==> config.mk <==
export PLATFORM = sky130hd
export DESIGN_NAME = oist_out_reg_flat
export DESIGN_NICKNAME = d
export VERILOG_FILES = /design/src/sv/oist_pkg.sv /design/src/sv/oist_out_if.sv /design/src/sv/oist_out_reg.sv /design/src/flat_wrapper.sv
export SDC_FILE = /design/constraint.sdc
export NUM_CORES = 1
export LEC_CHECK = 0
export BUFFER_PORTS_ARGS = -buffer_cell sky130_fd_sc_hd__buf_4
export CAP_MARGIN = 40
export CORE_MARGIN = 3
export CORE_UTILIZATION = 35
export CTS_BUF_LIST = sky130_fd_sc_hd__clkbuf_16
export CTS_CLUSTER_DIAMETER = 50
export DETAILED_ROUTE_END_ITERATION = 10
export PLACE_DENSITY = 0.73
export SYNTH_ARGS = -nofsm -noshare
export SYNTH_HDL_FRONTEND = slang
export SYNTH_SLANG_ARGS = --single-unit
==> constraint.sdc <==
create_clock -name clk -period 3.2 [get_ports clk]
set_input_delay 0.48 -clock clk [delete_from_list [all_inputs] [get_ports clk]]
set_output_delay 0.48 -clock clk [all_outputs]
set_load 0.01 [all_outputs]
==> src/sv/oist_pkg.sv <==
// Package for the ordered integer set table: sizes, command codes, FSM states,
// payload and memory request structs, and small element helpers.
// No dependencies.
`timescale 1ns / 1ps

package oist_pkg;

  // Store geometry
  localparam int CAPACITY   = 256;
  localparam int VALUE_BITS = 31;
  localparam int IDX_BITS   = (CAPACITY > 1) ? $clog2(CAPACITY) : 1;
  localparam int CNT_BITS   = $clog2(CAPACITY + 1);

  // Width of the offset sum: element or 32-bit offset plus sign and carry
  localparam int SUM_BITS = ((VALUE_BITS > 32) ? VALUE_BITS : 32) + 2;

  localparam logic [CNT_BITS-1:0] CAP_COUNT = CNT_BITS'(CAPACITY);
  localparam logic [63:0] MAX_ELEM = (64'd1 << VALUE_BITS) - 64'd1;
  localparam logic signed [31:0] NO_VALUE = -32'sd1;

  typedef enum logic [2:0] {
    CMD_ADD     = 3'd0,
    CMD_DELETE  = 3'd1,
    CMD_CLEAR   = 3'd2,
    CMD_OFFSET  = 3'd3,
    CMD_RESTART = 3'd4,
    CMD_NEXT    = 3'd5
  } cmd_t;

  typedef enum logic [2:0] {
    ST_IDLE,
    ST_FIND,
    ST_SHIFT,
    ST_OFFSET,
    ST_FETCH,
    ST_DONE
  } state_t;

  typedef logic [VALUE_BITS-1:0] elem_t;

  // One result item
  typedef struct packed {
    logic signed [31:0]  value;
    logic [CNT_BITS-1:0] count;
    logic                full_drop;
  } res_t;

  // Element store access for one cycle
  typedef struct packed {
    logic                we;
    logic [IDX_BITS-1:0] waddr;
    elem_t               wdata;
    logic                re;
    logic [IDX_BITS-1:0] raddr;
  } mem_req_t;

  // True when a 32-bit input number is a legal element
  function automatic logic elem_ok(input logic signed [31:0] number);
    logic [63:0] wide;
    wide = 64'(number[30:0]);
    return !number[31] && (wide <= MAX_ELEM);
  endfunction

  // Element taken from a legal input number
  function automatic elem_t to_elem(input logic signed [31:0] number);
    logic [63:0] wide;
    wide = 64'(number[30:0]);
    return wide[VALUE_BITS-1:0];
  endfunction

  // Low 32 bits of an element, zero extended where it is narrower
  function automatic logic signed [31:0] low32(input elem_t e);
    logic [VALUE_BITS+31:0] wide;
    wide = {32'd0, e};
    return signed'(wide[31:0]);
  endfunction

endpackage

==> src/sv/oist_out_if.sv <==
// Result channel of the ordered integer set table: valid/ready plus fields.
// Depends on oist_pkg for the count width.
`timescale 1ns / 1ps

interface oist_out_if;
  logic                          valid;
  logic                          ready;
  logic signed [31:0]            value;
  logic [oist_pkg::CNT_BITS-1:0] count;
  logic                          full_drop;

  modport source (output valid, output value, output count, output full_drop, input ready);
  modport sink   (input valid, input value, input count, input full_drop, output ready);
endinterface

==> src/sv/oist_out_reg.sv <==
// Output register of the ordered integer set table: holds one result until
// the result channel takes it. Depends on oist_pkg and oist_out_if.
`timescale 1ns / 1ps

module oist_out_reg (
  input  logic               clk,
  input  logic               rst,
  input  logic               load,
  input  oist_pkg::res_t     res,
  output logic               free,
  oist_out_if.source         rsp
);

  logic           valid;
  oist_pkg::res_t data;

  assign free = !valid || rsp.ready;

  // Hold the result until transfer, take a new one when the slot frees
  always_ff @(posedge clk) begin
    if (rst) begin
      valid <= 1'b0;
    end else if (free) begin
      valid <= load;
    end
  end

  always_ff @(posedge clk) begin
    if (free && load) begin
      data <= res;
    end
  end

  assign rsp.valid     = valid;
  assign rsp.value     = data.value;
  assign rsp.count     = data.count;
  assign rsp.full_drop = data.full_drop;

endmodule

==> src/flat_wrapper.sv <==
// flat-port wrapper written by rule: the top's interface ports become plain ports
module oist_out_reg_flat 
  (clk, rst, load, res, free, rsp_valid, rsp_value, rsp_count, rsp_full_drop, rsp_ready);
  oist_out_if rsp_i ();
  input  logic clk;
  input  logic rst;
  input  logic load;
  input  oist_pkg::res_t res;
  output logic free;
  output wire logic [$bits(rsp_i.valid)-1:0] rsp_valid;
  output wire logic [$bits(rsp_i.value)-1:0] rsp_value;
  output wire logic [$bits(rsp_i.count)-1:0] rsp_count;
  output wire logic [$bits(rsp_i.full_drop)-1:0] rsp_full_drop;
  input wire logic [$bits(rsp_i.ready)-1:0] rsp_ready;
  assign rsp_valid = rsp_i.valid;
  assign rsp_value = rsp_i.value;
  assign rsp_count = rsp_i.count;
  assign rsp_full_drop = rsp_i.full_drop;
  assign rsp_i.ready = rsp_ready;
  oist_out_reg u_core (.clk(clk), .rst(rst), .load(load), .res(res), .free(free), .rsp(rsp_i));
endmodule
=== After elaboration in Yosys (flattened, before gate mapping) ===
Cells that the tools add are included.

* Output and inout port bits: 44
* Bits in registers: 43
* Logic and storage cells: 7
* Input port bits: 46

* Reductions and logical operators: 3

{| class="wikitable"
|+ Operator list
! cell !! count
|-
| logical AND 1 bit || 1
|-
| zero test 1 bit || 1
|-
| logical OR 1 bit || 1
|}

=== Logic depth before layout (Yosys ltp) ===
* Word-level depth: 3
* Mapped depth: 2
* Gate-level depth less buffers: 2

=== Worst setup path after synthesis ===
No wires, ideal clock.

* Path kind: input to register
* Start: in rsp_ready
* End: reg u_core.data (netlist bit u_core.rsp.count[0]) (enable)
* Data required time: 2844 ps
* Stages: 2
* Path slack: 1824 ps
* Arrival: 1019 ps
* Library setup time: 356 ps
* Path buffers: 0
* Cell sequence: nand2b_4 and2_4

* Longest elaborated chain between the ends: 2

{| class="wikitable"
|+ Ends and longest elaborated chain
! item !! RTL line !! text
|-
| from (decl) || flat_wrapper.sv:14 || <nowiki>input wire logic [$bits(rsp_i.ready)-1:0] rsp_ready;</nowiki>
|-
| logical OR 1 bit || oist_out_reg.sv:17 || <nowiki>assign free = !valid || rsp.ready;</nowiki>
|-
| logical AND 1 bit || oist_out_reg.sv:29 || <nowiki>if (free && load) begin</nowiki>
|-
| to (signal assigned) || oist_out_reg.sv:30 || <nowiki>data <= res;</nowiki>
|-
| to (decl) || oist_out_reg.sv:15 || <nowiki>oist_pkg::res_t data;</nowiki>
|}

Every way passes these cells.
A chain may end at the register's enable or synchronous reset.

=== Worst setup path in the final report ===
* Start: in rsp_ready
* End: out free

* Longest elaborated chain between the ends: 1

{| class="wikitable"
|+ Ends and longest elaborated chain
! item !! RTL line !! text
|-
| logical OR 1 bit || oist_out_reg.sv:17 ||
|-
| to (decl) || flat_wrapper.sv:9 || <nowiki>output logic free;</nowiki>
|}

Every way passes these cells.

==> metrics <==
final worst path period share 42.0%; syn nets 93; register clock-pin slew on the reported worst setup and hold paths 50 ps; share of post-route cells with drive strength above 1 68.8%; Total Power 0.00133 W; GRT overflow 0; Cells after DPL 182; Synth Warn # 0; Final Skew 3.40 ps; Max Freq 745 MHz; nets 189; DRC 0; Mapped Cells 47; Via density 4.23; Initial Utilization 38.0%; R2R cell count 2; Setup-failing EPs final 0; grt peak-use layer met2; Worst R2R Start u_core.rsp.valid; Synth Cell Area 1320 um^2; max cap viols 0; HP Start rst; RSZ-0062 raised after global routing false; initial antenna violation count 0; ranking of synthesized cells by area edfxtp_1, dfxtp_1, nand2b_4, a21oi_2, and2_4; Final TNS setup 0 ps; GR Util met1 11.5%; CTS Buf Count 5; critical path endpoint category primary output; count of different cell masters after synthesis 6; CTS tree done; Place WS 1640 ps; Pwr Density 604 nW/um^2; max-slew violations 0; hold path endpoint u_core.rsp.valid; fin crit period 1340 ps; met3 Use GR 10.6%; syn avg cell area 28.0 um^2; critical path class in -> out; antenna diode count 0; Synth top area share 95.8%; hold-fix buffers at CTS 0; Area Overhead vs Synth 67.6%; critical path arrival 860 ps; Startpoint Class primary input; worst hold stages 2; first-pass GRT wire length 3.92 mm; wire per inst 13.9 um; relative slew slack 65.5%; Tightest Pin Transition 517 ps; worst min-delay path class in -> reg; clock sinks 43; Leak 0.942 nW; vias in the first global route 854; register area share after synthesis 97.3%; routability cong. 0.659; M2 GR Usage 19.4%; Routed Antenna Nets 0; run status finished clean; peak supply drop 0.401 mV; vias post-DR 803; post-CTS resize count 0; routed wire length 2.64 mm; number of synthesized register bits 43; worst-path maximum fanout 3; Root Driver clkbuf_16; worst setup margin 1860 ps; Die ar. 4530 um^2; Port Buffer Count 89; final hold viol count 0; largest net degree at the start of global routing 43; Die Span Y 67.3 um; Initial DRC Count 26; All-Layer GR Usage 12.7%; Critical R2R Capture u_core.rsp.value[5]; Max Root-Sink Buffers 2; first drt pass iteration count 3; width of the die 67.3 um; Post-CTS Setup Repair Bufs 0; # IOs 90; Std-Cell Rows 21; Clk Latency, worst-skew pair 280 ps; depth of the CTS H-tree 2; Fillers 254; final std cells w/o fill 190; Data required, critical path 2720 ps; FF-to-FF setup slack 1920 ps; area of the core 3470 um^2; post-synth top area cell edfxtp_1; DPL Wire Length 2.05 mm
## how the worst max path moves through the flow
stage          cells after the start             start                    to
5_1_grt                            2  u_core.rsp.valid                  free
6_report                           3         rsp_ready                  free
3_3_place_gp                       3         rsp_ready  u_core.rsp.full_drop
4_1_cts                            2  u_core.rsp.valid                  free
2_1_floorplan                      2         rsp_ready   u_core.rsp.count[0]
3_5_place_dp                       3         rsp_ready  u_core.rsp.value[31]
## where the power goes
part	switching (W)	leakage, nW	internal [W]	total (W)
clock network	0.000179	0.0812	0.000363	0.000542
logic	0.0000492	0.446	0.0000731	0.000122
registers	0.00000935	0.415	0.000658	0.000668
## layout by cell type (no fill, tap or decap)
| cell type | Yosys | layout |
|---|---|---|
| bufinv_16 | 0 | 1 |
| a21oi_2 | 1 | 1 |
| clkbuf_16 | 0 | 5 |
| buf_4 | 0 | 89 |
| dfxtp_1 | 1 | 1 |
| nand2b_4 | 1 | 1 |
| clkinv_2 | 0 | 1 |
| inv_1 | 1 | 1 |
| and2_4 | 1 | 1 |
| clkinv_1 | 0 | 1 |
| edfxtp_1 | 42 | 42 |
## cell usage after synthesis (all sizes together)
library cell / count
and2: 1
inv: 1
edfxtp: 42
nand2b: 1
dfxtp: 1
a21oi: 1
## metrics by stage
stage	instance area, um^2	util, %	hold WS, ps
after floorplan	1320	-	540
after global placement	2040	58.9	485
after detailed placement	2040	58.9	499
after CTS	2210	63.6	344
after global routing	2210	63.6	340
final	2210	63.6	351
## worst max-delay path, cell delays in order
cell and delay [ps]:
buf_4 110, nand2b_4 140, buf_4 140
## cells by family (layout without fill, tap and decap cells)
logic type,Yosys count,in the layout,synth area share (%)
buffers and inverters,1,98,0.285
and+or+nand+nor,2,2,1.71
AOI/OAI and AO/OA,1,1,0.666
DFF,43,43,97.3
## registers in the layout, indices dropped and copies added (netlist names)
| signal | flops |
|---|---|
| u_core.rsp.count | 9 |
| u_core.rsp.value | 32 |
| u_core.rsp.valid | 1 |
| u_core.rsp.full_drop | 1 |
## per-layer routing
| metal | vias up | share of wire [%] |
|---|---|---|
| li1 | 375 | - |
| met1 | 357 | 32 |
| met2 | 66 | 48 |
| met3 | 5 | 18 |
| met4 | 0 | 1.9 |
| met5 | - | 0 |
## final cells by class
cell class / instances / area, um^2 / share of cell area (%)
repair buffers: 89 / 668 / 30.3
multi-input cells: 3 / 31.3 / 1.42
clock buffers: 5 / 125 / 5.67
inverters: 1 / 3.75 / 0.170
well taps: 46 / 57.6 / 2.61
clock inverters: 3 / 38.8 / 1.76
flip-flops and latches: 43 / 1280 / 58.1
(Power assumes the default switching activity.)
