## config.mk

```make
export PLATFORM = sky130hd
export DESIGN_NAME = oist_ctrl_flat
export DESIGN_NICKNAME = d
export VERILOG_FILES = /design/src/sv/oist_pkg.sv /design/src/sv/oist_in_if.sv /design/src/sv/oist_ctrl.sv /design/src/flat_wrapper.sv
export SDC_FILE = /design/constraint.sdc
export NUM_CORES = 1
export LEC_CHECK = 0
export BUFFER_PORTS_ARGS = -buffer_cell sky130_fd_sc_hd__buf_2
export CAP_MARGIN = 20
export CORE_MARGIN = 4
export CORE_UTILIZATION = 45
export CTS_CLUSTER_SIZE = 10
export DETAILED_ROUTE_END_ITERATION = 7
export GPL_TIMING_DRIVEN = 0
export PLACE_DENSITY = 0.67
export SLEW_MARGIN = 30
export SYNTH_ARGS = -nofsm -noshare
export SYNTH_HDL_FRONTEND = slang
export SYNTH_SLANG_ARGS = --single-unit
```

## constraint.sdc

```tcl
create_clock -name clk -period 5.1 [get_ports clk]
set_input_delay 0.765 -clock clk [delete_from_list [all_inputs] [get_ports clk]]
set_output_delay 0.765 -clock clk [all_outputs]
set_load 0.02 [all_outputs]
```

## src/sv/oist_pkg.sv

```systemverilog
// Package for the ordered integer set table: sizes, command codes, FSM states,
// payload and memory request structs, and small element helpers.
// No dependencies.
`timescale 1ns / 1ps

package oist_pkg;

  // Store geometry
  localparam int CAPACITY   = 256;
  localparam int VALUE_BITS = 31;
  localparam int IDX_BITS   = (CAPACITY > 1) ? $clog2(CAPACITY) : 1;
  localparam int CNT_BITS   = $clog2(CAPACITY + 1);

  // Width of the offset sum: element or 32-bit offset plus sign and carry
  localparam int SUM_BITS = ((VALUE_BITS > 32) ? VALUE_BITS : 32) + 2;

  localparam logic [CNT_BITS-1:0] CAP_COUNT = CNT_BITS'(CAPACITY);
  localparam logic [63:0] MAX_ELEM = (64'd1 << VALUE_BITS) - 64'd1;
  localparam logic signed [31:0] NO_VALUE = -32'sd1;

  typedef enum logic [2:0] {
    CMD_ADD     = 3'd0,
    CMD_DELETE  = 3'd1,
    CMD_CLEAR   = 3'd2,
    CMD_OFFSET  = 3'd3,
    CMD_RESTART = 3'd4,
    CMD_NEXT    = 3'd5
  } cmd_t;

  typedef enum logic [2:0] {
    ST_IDLE,
    ST_FIND,
    ST_SHIFT,
    ST_OFFSET,
    ST_FETCH,
    ST_DONE
  } state_t;

  typedef logic [VALUE_BITS-1:0] elem_t;

  // One result item
  typedef struct packed {
    logic signed [31:0]  value;
    logic [CNT_BITS-1:0] count;
    logic                full_drop;
  } res_t;

  // Element store access for one cycle
  typedef struct packed {
    logic                we;
    logic [IDX_BITS-1:0] waddr;
    elem_t               wdata;
    logic                re;
    logic [IDX_BITS-1:0] raddr;
  } mem_req_t;

  // True when a 32-bit input number is a legal element
  function automatic logic elem_ok(input logic signed [31:0] number);
    logic [63:0] wide;
    wide = 64'(number[30:0]);
    return !number[31] && (wide <= MAX_ELEM);
  endfunction

  // Element taken from a legal input number
  function automatic elem_t to_elem(input logic signed [31:0] number);
    logic [63:0] wide;
    wide = 64'(number[30:0]);
    return wide[VALUE_BITS-1:0];
  endfunction

  // Low 32 bits of an element, zero extended where it is narrower
  function automatic logic signed [31:0] low32(input elem_t e);
    logic [VALUE_BITS+31:0] wide;
    wide = {32'd0, e};
    return signed'(wide[31:0]);
  endfunction

endpackage

```

## src/sv/oist_in_if.sv

```systemverilog
// Command channel of the ordered integer set table: valid/ready plus fields.
// Depends on nothing.
`timescale 1ns / 1ps

interface oist_in_if;
  logic              valid;
  logic              ready;
  logic [2:0]        cmd;
  logic signed [31:0] number;
  logic signed [31:0] offset;

  modport source (output valid, output cmd, output number, output offset, input ready);
  modport sink   (input valid, input cmd, input number, input offset, output ready);
endinterface

```

## src/sv/oist_ctrl.sv

```systemverilog
// Command sequencer of the ordered integer set table: decodes commands, scans,
// shifts and rewrites the element store through one read and one write port.
// Depends on oist_pkg and oist_in_if.
`timescale 1ns / 1ps

module oist_ctrl (
  input  logic                  clk,
  input  logic                  rst,
  oist_in_if.sink               req,
  output oist_pkg::mem_req_t    mem,
  input  oist_pkg::elem_t       rdata,
  output oist_pkg::res_t        res,
  output logic                  res_load,
  input  logic                  res_free
);

  localparam int CB = oist_pkg::CNT_BITS;
  localparam int IB = oist_pkg::IDX_BITS;
  localparam int SB = oist_pkg::SUM_BITS;
  localparam int VB = oist_pkg::VALUE_BITS;

  oist_pkg::state_t state, state_next;
  oist_pkg::cmd_t   op, op_next;
  oist_pkg::elem_t  key, key_next;
  logic signed [31:0] offs, offs_next;
  logic [CB-1:0]    count, count_next;
  logic             iter_valid, iter_valid_next;
  logic [CB-1:0]    iter_pos, iter_pos_next;
  logic [CB-1:0]    ptr, ptr_next;
  logic             rd_pending, rd_pending_next;
  logic [IB-1:0]    rd_idx, rd_idx_next;
  logic [CB-1:0]    kept, kept_next;
  logic signed [31:0] res_value, res_value_next;
  logic             res_drop, res_drop_next;

  logic             accept;
  logic             in_ok;
  logic             hit;
  logic             more;
  logic signed [SB-1:0] sum;
  logic             sum_fits;

  assign req.ready = (state == oist_pkg::ST_IDLE);
  assign accept    = req.valid && req.ready;
  assign in_ok     = oist_pkg::elem_ok(req.number);
  assign hit       = rd_pending && (rdata == key);
  assign more      = (ptr < count);

  // Element plus offset, kept when it is non-negative and fits an element
  assign sum = signed'(SB'(rdata)) + SB'(offs);
  assign sum_fits = !sum[SB-1] && ((sum[SB-2:0] >> VB) == '0);

  // Next state
  always_comb begin
    state_next = state;
    unique case (state)
      oist_pkg::ST_IDLE: begin
        if (accept) begin
          priority if ((req.cmd == oist_pkg::CMD_ADD || req.cmd == oist_pkg::CMD_DELETE)
                       && in_ok) begin
            state_next = oist_pkg::ST_FIND;
          end else if (req.cmd == oist_pkg::CMD_OFFSET && count != '0) begin
            state_next = oist_pkg::ST_OFFSET;
          end else if (req.cmd == oist_pkg::CMD_NEXT && iter_valid && iter_pos < count) begin
            state_next = oist_pkg::ST_FETCH;
          end else begin
            state_next = oist_pkg::ST_DONE;
          end
        end
      end
      oist_pkg::ST_FIND: begin
        priority if (hit) begin
          state_next = (op == oist_pkg::CMD_DELETE) ? oist_pkg::ST_SHIFT : oist_pkg::ST_DONE;
        end else if (!more && !rd_pending) begin
          state_next = oist_pkg::ST_DONE;
        end else begin
          state_next = oist_pkg::ST_FIND;
        end
      end
      oist_pkg::ST_SHIFT, oist_pkg::ST_OFFSET: begin
        if (!more && !rd_pending) begin
          state_next = oist_pkg::ST_DONE;
        end
      end
      oist_pkg::ST_FETCH: begin
        state_next = oist_pkg::ST_DONE;
      end
      oist_pkg::ST_DONE: begin
        if (res_free) begin
          state_next = oist_pkg::ST_IDLE;
        end
      end
      default: begin
        state_next = oist_pkg::ST_IDLE;
      end
    endcase
  end

  // Datapath and store accesses
  always_comb begin
    op_next         = op;
    key_next        = key;
    offs_next       = offs;
    count_next      = count;
    iter_valid_next = iter_valid;
    iter_pos_next   = iter_pos;
    ptr_next        = ptr;
    rd_pending_next = 1'b0;
    rd_idx_next     = rd_idx;
    kept_next       = kept;
    res_value_next  = res_value;
    res_drop_next   = res_drop;
    mem.we          = 1'b0;
    mem.waddr       = '0;
    mem.wdata       = rdata;
    mem.re          = 1'b0;
    mem.raddr       = ptr[IB-1:0];
    res_load        = 1'b0;

    unique case (state)
      oist_pkg::ST_IDLE: begin
        if (accept) begin
          op_next        = oist_pkg::cmd_t'(req.cmd);
          key_next       = oist_pkg::to_elem(req.number);
          offs_next      = req.offset;
          ptr_next       = '0;
          kept_next      = '0;
          res_value_next = oist_pkg::NO_VALUE;
          res_drop_next  = 1'b0;
          unique case (req.cmd)
            oist_pkg::CMD_ADD, oist_pkg::CMD_DELETE: begin
              iter_valid_next = 1'b0;
            end
            oist_pkg::CMD_CLEAR: begin
              count_next      = '0;
              iter_valid_next = 1'b0;
              iter_pos_next   = '0;
            end
            oist_pkg::CMD_RESTART: begin
              iter_valid_next = 1'b1;
              iter_pos_next   = '0;
            end
            oist_pkg::CMD_NEXT: begin
              // Fetch the current element, or close the walk at the end
              if (iter_valid && iter_pos < count) begin
                mem.re    = 1'b1;
                mem.raddr = iter_pos[IB-1:0];
              end else if (iter_valid) begin
                iter_valid_next = 1'b0;
                iter_pos_next   = '0;
              end
            end
            default: begin
            end
          endcase
        end
      end

      oist_pkg::ST_FIND: begin
        if (hit) begin
          // Found: delete closes the gap starting after the match
          ptr_next = CB'(rd_idx) + CB'(1);
        end else if (more) begin
          mem.re          = 1'b1;
          rd_idx_next     = ptr[IB-1:0];
          ptr_next        = ptr + CB'(1);
          rd_pending_next = 1'b1;
        end else if (!rd_pending && op == oist_pkg::CMD_ADD) begin
          // Absent: append, or drop when full
          if (count >= oist_pkg::CAP_COUNT) begin
            res_drop_next = 1'b1;
          end else begin
            mem.we     = 1'b1;
            mem.waddr  = count[IB-1:0];
            mem.wdata  = key;
            count_next = count + CB'(1);
          end
        end
      end

      oist_pkg::ST_SHIFT: begin
        // Move each later element down by one slot
        if (rd_pending) begin
          mem.we    = 1'b1;
          mem.waddr = rd_idx - IB'(1);
        end
        if (more) begin
          mem.re          = 1'b1;
          rd_idx_next     = ptr[IB-1:0];
          ptr_next        = ptr + CB'(1);
          rd_pending_next = 1'b1;
        end else if (!rd_pending) begin
          count_next = count - CB'(1);
        end
      end

      oist_pkg::ST_OFFSET: begin
        // Rewrite shifted elements in order, dropping those out of range
        if (rd_pending && sum_fits) begin
          mem.we    = 1'b1;
          mem.waddr = kept[IB-1:0];
          mem.wdata = sum[VB-1:0];
          kept_next = kept + CB'(1);
        end
        if (more) begin
          mem.re          = 1'b1;
          ptr_next        = ptr + CB'(1);
          rd_pending_next = 1'b1;
        end else if (!rd_pending) begin
          count_next      = kept;
          iter_valid_next = 1'b1;
          iter_pos_next   = '0;
        end
      end

      oist_pkg::ST_FETCH: begin
        res_value_next = oist_pkg::low32(rdata);
        iter_pos_next  = iter_pos + CB'(1);
      end

      oist_pkg::ST_DONE: begin
        res_load = 1'b1;
      end

      default: begin
      end
    endcase
  end

  assign res.value     = res_value;
  assign res.count     = count;
  assign res.full_drop = res_drop;

  // Control state
  always_ff @(posedge clk) begin
    if (rst) begin
      state      <= oist_pkg::ST_IDLE;
      count      <= '0;
      iter_valid <= 1'b0;
      iter_pos   <= '0;
      rd_pending <= 1'b0;
    end else begin
      state      <= state_next;
      count      <= count_next;
      iter_valid <= iter_valid_next;
      iter_pos   <= iter_pos_next;
      rd_pending <= rd_pending_next;
    end
  end

  // Working registers
  always_ff @(posedge clk) begin
    op        <= op_next;
    key       <= key_next;
    offs      <= offs_next;
    ptr       <= ptr_next;
    rd_idx    <= rd_idx_next;
    kept      <= kept_next;
    res_value <= res_value_next;
    res_drop  <= res_drop_next;
  end

endmodule

```

## src/flat_wrapper.sv

```systemverilog
// flat-port wrapper written by rule: the top's interface ports become plain ports
module oist_ctrl_flat 
  (clk, rst, mem, rdata, res, res_load, res_free, req_valid, req_cmd, req_number, req_offset, req_ready);
  oist_in_if req_i ();
  input  logic clk;
  input  logic rst;
  output oist_pkg::mem_req_t mem;
  input  oist_pkg::elem_t rdata;
  output oist_pkg::res_t res;
  output logic res_load;
  input  logic res_free;
  input wire logic [$bits(req_i.valid)-1:0] req_valid;
  input wire logic [$bits(req_i.cmd)-1:0] req_cmd;
  input wire logic [$bits(req_i.number)-1:0] req_number;
  input wire logic [$bits(req_i.offset)-1:0] req_offset;
  output wire logic [$bits(req_i.ready)-1:0] req_ready;
  assign req_i.valid = req_valid;
  assign req_i.cmd = req_cmd;
  assign req_i.number = req_number;
  assign req_i.offset = req_offset;
  assign req_ready = req_i.ready;
  oist_ctrl u_core (.clk(clk), .rst(rst), .req(req_i), .mem(mem), .rdata(rdata), .res(res), .res_load(res_load), .res_free(res_free));
endmodule
```

---- Word level (Yosys, flattened, before mapping) ----
Cells that the tools add are included.
storage, ports and cells
  register bits after elaboration ......... 148
  word-level logic and storage cells ...... 163
operators by class
  add/sub/neg operators ................... 8
  order comparisons ....................... 3
  equal/unequal tests ..................... 30
  muxes and demuxes ....................... 68
  reductions and logical operators ........ 41
operators with widths
  operator                                                                number
  9-bit two-way mux                                                       23
  40-bit two-way mux                                                      4
  9-bit one-hot mux with 3 select lines                                   3
  32-bit one-hot mux with 2 select lines                                  1
  31-bit one-hot mux with 2 select lines                                  1
  41-bit two-way mux                                                      1
  9-bit by 1-bit adder with 9-bit output (second input constant)          4
  9-bit one-hot mux with 2 select lines                                   2
  9-bit one-hot mux with 4 select lines                                   1
  32-bit by 32-bit adder with 33-bit output                               1
  33-bit zero test                                                        1
  32-bit two-way mux                                                      1
  31-bit equality test                                                    1
  3-bit two-way mux                                                       8
  8-bit two-way mux                                                       3
  2-bit != test (second input constant)                                   10
  9-bit < comparator                                                      2
  8-bit one-hot mux with 2 select lines                                   1
  3-bit one-hot mux with 5 select lines                                   1
  1-bit two-way mux                                                       13
  3-bit by 2-bit equality test with 1-bit output (second input constant)  4
  3-bit equality test (second input constant)                             4
  6-bit AND reduction                                                     2
  1-bit logical AND                                                       11
  23 further kinds                                                        47

---- Logic depth before layout (Yosys ltp) ----
  depth after elaboration ................. 8
  mapped depth ............................ 13
  depth with buffers taken out ............ 12

---- Worst setup path before layout ----
OpenSTA, ideal clock, no wires.
  kind .................................... flip-flop to output port
  from .................................... reg u_core.state[2]
  to ...................................... out mem[3] (netlist name)
  arrival time ............................ 3899 ps
  data required time ...................... 4335 ps
  slack ................................... 436 ps
  cell stages (with the launch flop) ...... 7
  buffers on the path ..................... 1
  cells stage by stage .................... dfxtp_1 -> clkbuf_1 -> nor3_1 -> nand2_1 -> inv_1 -> nand2_1 -> o21ai_0
RTL lines
  element                   RTL line           RTL
  start: declaration        oist_ctrl.sv:22    oist_pkg::state_t state, state_next;
  start signal: assignment  oist_ctrl.sv:237   state <= oist_pkg::ST_IDLE;
  start signal: assignment  oist_ctrl.sv:243   state <= state_next;
  end: declaration          flat_wrapper.sv:7  output oist_pkg::mem_req_t mem;

==> flow_summary.json <==
{
  "status": "finished clean",
  "crit_path_cell_trace": "buf_2 > ha_1 > fa_1 > a211oi_2 > o211ai_2 > a21oi_1 > nor2_1 > a221oi_2 > o31a_2 > buf_2 > nor2_1 > a221o_1 > buf_2",
  "yosysSeqAreaShare_pct": 43.5,
  "fin_nets": 1328,
  "period_needed_ns": 4.79,
  "layout-drive-gt1-share_pct": 23.0,
  "yosysTopAreaCell": "edfxtp_1",
  "tightest_slew_ns": 0.942,
  "firstDrtPassIters": 5,
  "core_area_sq_um": 21100,
  "skew_ns": 0.00902,
  "critical_path_arrival_ns": 4.03,
  "grt_pass1_wl_microns": 45600,
  "drc": 0,
  "cp_slowest_cell": "fa_1",
  "antenna_found_initial": 3,
  "synth-async-reset-ratio_pct": 0,
  "multi_input_area_sq_um": 5120,
  "synthFlopType": "edfxtp_1",
  "fmax_mhz": 209,
  "dpl.hpwl_microns": 22300,
  "cts_buffers": 17,
  "dpl_cell_area_sq_um": 11100,
  "yosys_warnings": 0,
  "grt_setup_unrepaired": "no",
  "maxSlewHeadroom_pct": 37.0,
  "grt-ovfl-total": 0,
  "end_kind": "output port",
  "ant_nets": 0,
  "max_stage_delay_ns": 0.46,
  "routabilityCongestion": 0.973,
  "regArea_sq_um": 4210,
  "grt_max_degree": 47,
  "p_leak_nw": 4.49,
  "filler_cell_count": 1909,
  "synth_edf_count": 125,
  "path_class": "input pin to output port",
  "fp.dieW_microns": 155,
  "clock_path_buffers": 2,
  "hp-class": "flip-flop to flip-flop",
  "via_per_inst": 5.87,
  "yosysTopAreaCellShare_pct": 38.8,
  "cts_sinks": 148,
  "grt_pass1_vias": 8374,
  "drtIter0Drc": 786,
  "required_ns": 4.34,
  "startpoint_type": "input pin",
  "cts_tree": "done",
  "worstSkewPairLatency_ns": 0.43,
  "clockRootBuffer": "clkbuf_16",
  "start_util_pct": 45.9,
  "synth.distinct_cells": 76,
  "die_area_sq_um": 23900,
  "track_usage_pct": 24.2,
  "irDropWorstVdd_mv": 0.253,
  "htreeDepth": 4,
  "placementRows": 53,
  "routedWlPerCell_microns": 20.0,
  "drv_slew": 0,
  "final_common_cell": "buf_2",
  "dp_slack_ns": 0.376,
  "power_w": 0.00492,
  "cts_hold_buffers": 0,
  "power.density_nw_per_um2": 424,
  "setup_slack_ns": 0.307,
  "utilization_pct": 55.0,
  "syn-cell-area_sq_um": 9680,
  "yosys_register_bits": 148,
  "clkSlewWorstSetupHoldPaths_ns": 0.06,
  "final-hold-violation-count": 0,
  "cts-resized-gates": 0,
  "layout_common_cells": "buf_2, edfxtp_1, nand2_1",
  "wirelength_microns": 29100,
  "via_count": 8528,
  "ios": 195,
  "syn_nets": 1113,
  "cts_setup_buffers": 0,
  "post-route-period-util_pct": 94.0,
  "critPathMostFrequentCell": "buf_2",
  "syn_area_per_cell_sq_um": 10.2,
  "finalInstanceArea_sq_um": 11600,
  "path_max_fanout": 10,
  "max_cap_viol_count": 0,
  "setup_viol": 0,
  "io_buffers": 194,
  "dieHeight_microns": 155,
  "areaGrowthSynthToFinish_pct": 19.9,
  "yosys-top-cells-area": "edfxtp_1, ha_1, dfxtp_1, xor2_1, xnor2_1",
  "synth_cells": 950
}
-- power by group --
part | total, W | leakage [nW] | switching (W) | internal, W
registers | 0.00183 | 1.32 | 0.000202 | 0.00163
clock network | 0.00122 | 0.270 | 0.000543 | 0.000673
logic | 0.00187 | 2.90 | 0.00120 | 0.000676
total | 0.00492 | 4.49 | 0.00194 | 0.00298
-- cells by family (layout without fill, tap and decap cells) --
group / after synthesis / count (layout) / share of synthesized area (%)
buffers and inverters: 75 / 302 / 3.58
AND/OR/NAND/NOR: 309 / 309 / 16.1
adder cells (fa/ha/maj): 61 / 61 / 8.04
AO/OA/AOI/OAI: 261 / 261 / 19.8
flip-flops: 148 / 148 / 43.5
XOR/XNOR: 83 / 83 / 7.51
other: 0 / 1 / 0
multiplexers: 13 / 13 / 1.45
-- Yosys cell counts, types with 4 or more instances --
| master | count |
|---|---|
| nand2_1 | 76 |
| o2bb2ai_1 | 6 |
| a221o_1 | 30 |
| buf_2 | 13 |
| nor4_1 | 11 |
| mux2i_1 | 5 |
| o21a_1 | 10 |
| a22oi_1 | 7 |
| buf_6 | 6 |
| o21bai_1 | 5 |
| a221oi_1 | 5 |
| o221ai_1 | 9 |
| nand3b_1 | 10 |
| dfxtp_1 | 23 |
| xnor2_1 | 36 |
| mux2_2 | 8 |
| nand2b_1 | 37 |
| a211oi_1 | 17 |
| nand4_1 | 15 |
| nor3_1 | 24 |
| nor2_1 | 70 |
| ha_1 | 59 |
| a21o_1 | 19 |
| inv_1 | 31 |
| o21ai_0 | 29 |
| o21ai_1 | 10 |
| a21oi_1 | 50 |
| a31oi_1 | 19 |
| clkbuf_1 | 21 |
| a311oi_1 | 7 |
| and3_1 | 11 |
| o211ai_1 | 5 |
| nand3_1 | 25 |
| edfxtp_1 | 125 |
| xor2_1 | 47 |
| and2_1 | 8 |
| nor2b_1 | 4 |
-- worst paths after layout --
| check | slack (ns) | cells after the start | endpoint | start |
|---|---|---|---|---|
| worst max register to register | 1.50 | 11 | u_core.kept[0] | u_core.offs[0] |
| worst max-delay path | 0.31 | 13 | mem[27] | rdata[0] |
| worst min-delay path | 0.50 | 1 | u_core.iter_pos[8] | u_core.iter_pos[8] |
| worst min register to register | 0.50 | 1 | u_core.iter_pos[8] | u_core.iter_pos[8] |
-- sequential cells by signal (all words and copies together) (netlist names), 3 cells and up --
| signal | cells |
|---|---|
| u_core.offs | 32 |
| u_core.res_value | 32 |
| u_core.key | 31 |
| u_core.count | 9 |
| u_core.iter_pos | 9 |
| u_core.kept | 9 |
| u_core.ptr | 9 |
| u_core.rd_idx | 8 |
| u_core.op | 3 |
| u_core.state | 3 |
-- per-stage QoR --
stage / instances / hold slack (ns) / setup TNS, ns
2_1_floorplan: 950 / 0.450 / 0
6_report: 1453 / 0.496 / 0
3_5_place_dp: 1421 / 0.483 / 0
5_1_grt: 1453 / 0.490 / 0
3_3_place_gp: 1419 / 0.470 / -3.69
4_1_cts: 1452 / 0.491 / 0
-- metal layers --
layer / global-route usage, % / vias up / share of wire [%]
met1: 30.7 / 4007 / 42
li1: - / 4074 / -
met2: 40.3 / 378 / 48
met3: 5.20 / 65 / 7.1
met4: 9.71 / 4 / 3.3
met5: 0 / - / 0.079
-- layout make-up --
type	instances	area share, %
antenna	1	0.0216
buffer	42	1.92
clock buffer	17	3.67
clock inverter	14	1.08
inverter	33	1.09
multi-input combinational	727	44.1
sequential	148	36.3
tap	275	2.96
timing repair buffer	196	8.84
-- critical path, delay by kind of cell --
kind	cells	cell delay, ns
AOI/OAI and AO/OA	6	1.70
adders and majority gates	2	0.72
buffers and inverters	3	0.58
and+or+nand+nor	2	0.24
Power figures use the tool's default switching activity.
